[src/rtl/ps2usb_pkg.sv]
// Shared types and constants for the PS/2 packet to USB mouse report converter.
`default_nettype none

package ps2usb_pkg;

    localparam int BTN_W = 3;

    // Bit positions in the PS/2 status byte.
    localparam int STAT_MIDDLE = 2;
    localparam int STAT_X_SIGN = 4;
    localparam int STAT_Y_SIGN = 5;

    localparam logic [BTN_W-1:0] BTN_NONE   = 3'b000;
    localparam logic [BTN_W-1:0] BTN_MIDDLE = 3'b100;

    // Saturation limits of the report motion fields.
    localparam logic signed [7:0] MOTION_MAX = 8'sd127;
    localparam logic signed [7:0] MOTION_MIN = -8'sd127;

    // Motion is clamped to this range before it becomes wheel and pan.
    localparam logic signed [7:0] SCROLL_MAX = 8'sd64;
    localparam logic signed [7:0] SCROLL_MIN = -8'sd64;

    typedef struct packed {
        logic signed [7:0] delta_x;
        logic signed [7:0] delta_y;
        logic signed [3:0] wheel;
        logic signed [3:0] pan;
        logic [BTN_W-1:0]  buttons;
        logic              last_of_run;
    } t_report;

endpackage

`default_nettype wire

[src/rtl/ps2_packet_to_usb_mouse_report.sv]
// Top level of the PS/2 packet to USB mouse report converter.
`default_nettype none

// Converts one three-byte PS/2 mouse packet (status, X, Y) per input beat into
// USB mouse reports. A packet is acted on only when it carries motion or its
// buttons differ from the last packet acted on. Motion becomes saturated
// -127..127 deltas with Y inverted. While the middle button is held, motion is
// turned into wheel and pan (clamped to +-64, divided by sixteen toward zero);
// releasing the middle button without having scrolled gives a middle click,
// which is two report beats: press, then release. Every packet that yields
// reports marks its final report with last_of_run. A packet is registered
// on acceptance and decoded from the input register into the single result
// register, from which its reports are taken; with the output side ready a
// new packet is taken every cycle.
// A middle-click packet occupies the result register for two output beats,
// which holds the decode stage, and the input, until the press is taken.
// The enable register (reset value one) is written through the configuration
// channel, which is always ready; when it is zero packets are absorbed with no
// reports and no change to the button or scroll state. Write it only while no
// packet is in flight.
module ps2_packet_to_usb_mouse_report
    import ps2usb_pkg::*;
(
    input  wire logic               i_clk,
    input  wire logic               i_rst_n,

    input  wire logic               i_cfg_valid,
    output      logic               o_cfg_ready,
    input  wire logic               i_cfg_enable,

    input  wire logic               i_in_valid,
    output      logic               o_in_ready,
    input  wire logic [7:0]         i_status_byte,
    input  wire logic [7:0]         i_x_magnitude,
    input  wire logic [7:0]         i_y_magnitude,

    output      logic               o_out_valid,
    input  wire logic               i_out_ready,
    output      logic signed [7:0]  o_delta_x,
    output      logic signed [7:0]  o_delta_y,
    output      logic signed [3:0]  o_wheel,
    output      logic signed [3:0]  o_pan,
    output      logic [BTN_W-1:0]   o_buttons,
    output      logic               o_last_of_run
);

    // PS/2 nine-bit sign and magnitude to a saturated USB delta. A negative
    // value whose magnitude byte is 128 or less is beyond -127.
    function automatic logic signed [7:0] to_usb(input logic [7:0] mag, input logic neg);
        logic signed [7:0] res;
        if (neg) begin
            res = (mag > 8'd128) ? $signed(mag) : MOTION_MIN;
        end else begin
            res = (mag < 8'd128) ? $signed(mag) : MOTION_MAX;
        end
        return res;
    endfunction

    function automatic logic signed [7:0] clamp64(input logic signed [7:0] v);
        logic signed [7:0] res;
        if (v > SCROLL_MAX) begin
            res = SCROLL_MAX;
        end else if (v < SCROLL_MIN) begin
            res = SCROLL_MIN;
        end else begin
            res = v;
        end
        return res;
    endfunction

    // Divide by sixteen, truncating toward zero; the input is within +-64.
    function automatic logic signed [3:0] div16(input logic signed [7:0] a);
        logic signed [7:0] t;
        t = a[7] ? (a + 8'sd15) : a;
        return t[7:4];
    endfunction

    // Configuration.
    logic r_enable;

    // Input register.
    logic             r_in_vld;
    logic [7:0]       r_status;
    logic [7:0]       r_xm;
    logic [7:0]       r_ym;

    // Converter state.
    logic             r_scrolled;
    logic [BTN_W-1:0] r_prev_btn;

    // Result register; r_pend means a middle release report follows the
    // report now shown.
    logic             r_out_vld;
    logic             r_pend;
    t_report          r_out;

    // Decode of the registered packet.
    logic [BTN_W-1:0]  btn;
    logic signed [7:0] x;
    logic signed [7:0] y;
    logic signed [7:0] h;
    logic signed [7:0] v_neg;
    logic              active;
    logic              can_load;
    logic              fire;
    logic              out_take;

    logic              n_out_vld;
    logic              n_pend;
    logic              n_scrolled;
    t_report           n_out;
    // The release half of a middle click.
    t_report           rel_report;

    assign o_cfg_ready = 1'b1;

    assign btn   = r_status[BTN_W-1:0];
    assign x     = to_usb(r_xm, r_status[STAT_X_SIGN]);
    assign y     = -to_usb(r_ym, r_status[STAT_Y_SIGN]);
    assign h     = clamp64(x);
    // Wheel is the negated clamped vertical motion.
    assign v_neg = -clamp64(y);

    assign active = r_enable &&
                    !((r_xm == 8'd0) && (r_ym == 8'd0) && (btn == r_prev_btn));

    assign out_take = r_out_vld && i_out_ready;
    // The decode stage may write the result register when it is empty or
    // its report leaves this cycle with nothing queued behind it.
    assign can_load = !r_out_vld || (i_out_ready && !r_pend);
    assign fire     = r_in_vld && can_load;
    assign o_in_ready = !r_in_vld || fire;

    always_comb begin
        rel_report             = '0;
        rel_report.buttons     = BTN_NONE;
        rel_report.last_of_run = 1'b1;
    end

    always_comb begin
        n_out_vld  = 1'b0;
        n_pend     = 1'b0;
        n_scrolled = r_scrolled;
        n_out      = '0;
        n_out.last_of_run = 1'b1;
        if (active) begin
            if (r_status[STAT_MIDDLE]) begin
                // Middle held: motion scrolls; no motion gives no report.
                if ((x != 8'sd0) || (y != 8'sd0)) begin
                    n_out_vld  = 1'b1;
                    n_scrolled = 1'b1;
                    n_out.wheel = div16(v_neg);
                    n_out.pan   = div16(h);
                end
            end else if (!r_scrolled && r_prev_btn[STAT_MIDDLE]) begin
                // Middle released without scrolling: a click, press first.
                n_out_vld = 1'b1;
                n_pend    = 1'b1;
                n_out.buttons     = BTN_MIDDLE;
                n_out.last_of_run = 1'b0;
            end else begin
                n_out_vld  = 1'b1;
                n_scrolled = 1'b0;
                n_out.delta_x = x;
                n_out.delta_y = y;
                n_out.buttons = btn;
            end
        end
    end

    always_ff @(posedge i_clk) begin
        if (!i_rst_n) begin
            r_enable   <= 1'b1;
            r_in_vld   <= 1'b0;
            r_scrolled <= 1'b0;
            r_prev_btn <= BTN_NONE;
            r_out_vld  <= 1'b0;
            r_pend     <= 1'b0;
        end else begin
            if (i_cfg_valid) begin
                r_enable <= i_cfg_enable;
            end

            if (o_in_ready) begin
                r_in_vld <= i_in_valid;
            end

            if (fire) begin
                if (active) begin
                    r_prev_btn <= btn;
                end
                r_scrolled <= n_scrolled;
                r_out_vld  <= n_out_vld;
                r_pend     <= n_pend;
            end else if (out_take) begin
                // The release half of a click follows the press.
                r_out_vld <= r_pend;
                r_pend    <= 1'b0;
            end
        end
    end

    always_ff @(posedge i_clk) begin
        if (o_in_ready && i_in_valid) begin
            r_status <= i_status_byte;
            r_xm     <= i_x_magnitude;
            r_ym     <= i_y_magnitude;
        end

        if (fire) begin
            r_out <= n_out;
        end else if (out_take && r_pend) begin
            r_out <= rel_report;
        end
    end

    assign o_out_valid   = r_out_vld;
    assign o_delta_x     = r_out.delta_x;
    assign o_delta_y     = r_out.delta_y;
    assign o_wheel       = r_out.wheel;
    assign o_pan         = r_out.pan;
    assign o_buttons     = r_out.buttons;
    assign o_last_of_run = r_out.last_of_run;

endmodule

`default_nettype wire

[config.mk]
export PLATFORM = sky130hd
export DESIGN_NAME = ps2_packet_to_usb_mouse_report
export DESIGN_NICKNAME = d
export VERILOG_FILES = /design/src/rtl/ps2usb_pkg.sv /design/src/rtl/ps2_packet_to_usb_mouse_report.sv
export SDC_FILE = /design/constraint.sdc
export NUM_CORES = 1
export LEC_CHECK = 0
export ABC_AREA = 1
export BUFFER_PORTS_ARGS = -buffer_cell sky130_fd_sc_hd__buf_2
export CAP_MARGIN = 20
export CORE_MARGIN = 8
export CORE_UTILIZATION = 30
export CTS_CLUSTER_DIAMETER = 80
export DETAILED_ROUTE_END_ITERATION = 7
export HOLD_SLACK_MARGIN = 0.05
export SETUP_SLACK_MARGIN = 0.4
export SLEW_MARGIN = 20
export SYNTH_ARGS = -nofsm -noshare
export SYNTH_HDL_FRONTEND = slang
export SYNTH_SLANG_ARGS = --single-unit
export TNS_END_PERCENT = 1
[constraint.sdc]
create_clock -name i_clk -period 3.6 [get_ports i_clk]
set_input_delay 0.54 -clock i_clk [delete_from_list [all_inputs] [get_ports i_clk]]
set_output_delay 0.54 -clock i_clk [all_outputs]
set_load 0.03 [all_outputs]
==> results.cfg <==
[yosys]
count_of_flip_flops_with_a_built_in_enable_after_synthesis = 49
mappedNetlistNets = 362
synth_area_per_cell_sq_um = 9.23
synth.yosys.warnings = 0
post_synth_instance_area_sq_mm = 0.00303
synthDominantCellAreaShare_pct = 48.6
synthTopCellsByArea = edfxtp_1, nor2_1, inv_1
synthDominantAreaCellType = edfxtp_1
synth_seq_area_share_pct = 53.9
top_cell_types_by_occurrence_after_synthesis = nor2_1, edfxtp_1, inv_1, nand2_1, nand3_1
synth_ff_type = edfxtp_1
synthMostInstantiatedCell = nor2_1
yosys_register_bits = 57
async_flop_share_pct = 0
yosys.cell_types.count = 39
synthCells = 328

[clocking]
clk-insertion-delay-late_ns = 0.33
clk_pin_slew_worst_paths_ns = 0.06
hold_buffers = 0
cts_htree_levels = 3
cts_buffer_count = 9
cts.path.max_buffers = 2
tritoncts = yes
cts_root_buffer = clkbuf_8
cts_sinks = 57

[critical_path]
setup.worst_path.class = reg -> reg
cp.arrival_ns = 2.97
worst_setup_path_end_kind = register
worstSetupEndpoint = o_wheel[2]
worst_r2r_path_depth = 19
critical_path.max_fanout = 12
r2r_endpoint = o_wheel[2]
timing.rr.start = r_ym[7]
slack_of_the_worst_reg_to_reg_path_ns = 0.73
critical_path_launch_point = r_ym[7]
crit_required_ns = 3.69
cp-start-kind = register

[layout]
nets = 434
layout_cells_sized_above_1_pct = 32.1
area_delta_synth_final_pct = 24.9
number_of_antenna_repair_diodes = 0
final_core_util_pct = 38.7

[sta]
grt_setup_unrepaired = no
hold_violations = 0
setup_viol = 0
skew_ns = 0.00591
final.min_clock_period_ns = 2.87
drv_slew = 0
slew_headroom_pct = 45.6
final.period_utilization_pct = 79.8
max_freq_mhz = 348
setup_tns_ns = 0
tightestPinTransition_ns = 0.815

[floorplan]
fp-row-count = 36
boundaryPins = 61
effective_utilization_at_floorplan_pct = 31.0
floorplan.die.height_um = 116
fp.dieArea_sq_mm = 0.0136
core_box_area_sq_mm = 0.00977
chip_width_um = 116

[min_path]
hold-path-cell-count = 1
min_path_type = in -> reg
min_from = i_x_magnitude[1]

[placed_design]
globalplace.congestion = 0.852
io_buffers = 56
hpwl_detailed_um = 4920

[drt]
first_iter_violations = 122
detailed_route_drc_error_count = 0
drt_first_pass_iters = 4
avgViaCountPerCell = 4.39
detail-route-antenna-nets = 0
vias = 2361
route.final.wire_length_um = 6210
wire_per_inst_um = 11.5

[grt]
first_global_vias = 2180
grt_first_pass_wirelength_um = 9800
grt_start_max_net_pins = 29
gr-usage-all-layers_pct = 9.26
grt.overflow.total = 0
initial_antenna_violation_count = 0

[pwr]
irDropWorstVdd_mv = 0.261
power_density_mw_per_mm2 = 454
cellLeakagePower_nw = 1.69

[run]
drv.max_cap_violation_count = 0

[status]
status = completed
## state kept, by name (all words and copies together), names as in the netlist, 3 cells and up
register    count
r_prev_btn      3
r_ym            8
o_delta_y       8
o_delta_x       8
o_pan           4
o_wheel         4
r_status        5
r_xm            8
o_buttons       3
## final cells by class
| class | count | area [sq um] |
|---|---|---|
| clock inverters | 5 | 78.8 |
| inverters | 55 | 211 |
| clock buffers | 11 | 141 |
| multi-input cells | 212 | 1200 |
| flip-flops and latches | 57 | 1630 |
| repair buffers | 65 | 348 |
| fillers | 984 | 5990 |
| well taps | 133 | 166 |
## per-layer routing
| layer | share of wire, % | vias to the layer above | GRT usage [%] |
|---|---|---|---|
| met1 | 45 | 1060 | 10.8 |
| met4 | 1.1 | 0 | 2.16 |
| met5 | 0 | - | 0 |
| met2 | 46 | 63 | 15.3 |
| li1 | - | 1230 | - |
| met3 | 8.4 | 8 | 4.08 |
## cells in the final DEF (no fill, tap or decap), types with 5 or more instances in the layout
cell,n
nor2_2,7
buf_4,9
nand3_1,16
inv_2,7
nor3_1,6
dfxtp_1,8
a21oi_1,15
nand2_2,9
clkbuf_8,10
inv_1,45
o21ai_1,5
buf_2,56
o21ai_0,11
nand4_1,7
edfxtp_1,49
nor2_1,51
nand2_1,45
nand2_4,6
## worst max-delay path, stage by stage (launching register included)
cell,delay [ns]
edfxtp_1,0.39
buf_4,0.20
o21ai_1,0.14
nand2_1,0.12
inv_1,0.13
ha_4,0.18
nand3_1,0.08
nand2_1,0.08
nand2_2,0.09
nor2_4,0.19
nor2_1,0.11
nand2_4,0.11
ha_4,0.16
nand2_1,0.09
nor2_2,0.15
nand3b_1,0.09
nand2_1,0.12
nand4_1,0.10
nand2_1,0.06
nor2_1,0.04
## timing repair
| action | 4_1_cts | 5_1_grt |
|---|---|---|
| setup endpoints to repair | 0 | 4 |
| buffers inserted | 0 | 3 |
| endpoints found under the hold margin | 0 | 0 |
| gates resized for setup | 0 | 11 |
## cells by family after synthesis
| logic type | Yosys count | share of synthesized area (%) |
|---|---|---|
| AOI/OAI and AO/OA | 44 | 8.56 |
| xor gates and xnor gates | 2 | 0.827 |
| adders and majority gates | 4 | 1.65 |
| buffers and inverters | 59 | 8.10 |
| DFF | 57 | 53.9 |
| other | 1 | 0.124 |
| and+or+nand+nor | 161 | 26.8 |
## how the worst min path moves through the flow
stage	end	slack, ns
after floorplan	r_scrolled	0.43
after global placement	r_prev_btn[0]	0.45
after detailed placement	r_scrolled	0.46
after CTS	r_xm[1]	0.37
after global routing	r_ym[1]	0.36
final	r_xm[1]	0.38
## per-stage QoR
step | power [W] | cell area [sq um] | hold slack [ns] | setup slack (ns) | instances
2_1_floorplan | 0.000990 | 3030 | 0.433 | 0.435 | 328
4_1_cts | 0.00172 | 3710 | 0.365 | 0.424 | 535
6_report | 0.00172 | 3780 | 0.382 | 0.726 | 538
5_1_grt | 0.00180 | 3780 | 0.358 | 0.455 | 538
3_5_place_dp | 0.00106 | 3490 | 0.458 | 0.444 | 519
3_3_place_gp | 0.00105 | 3490 | 0.451 | 0.502 | 519
## report_power, final
| group | leakage (nW) | switching, W | internal (W) | total (W) |
|---|---|---|---|---|
| clock network | 0.113 | 0.000248 | 0.000407 | 0.000655 |
| logic | 1.02 | 0.000194 | 0.000106 | 0.000300 |
| registers | 0.562 | 0.0000137 | 0.000749 | 0.000763 |
Power figures use the tool's default switching activity.
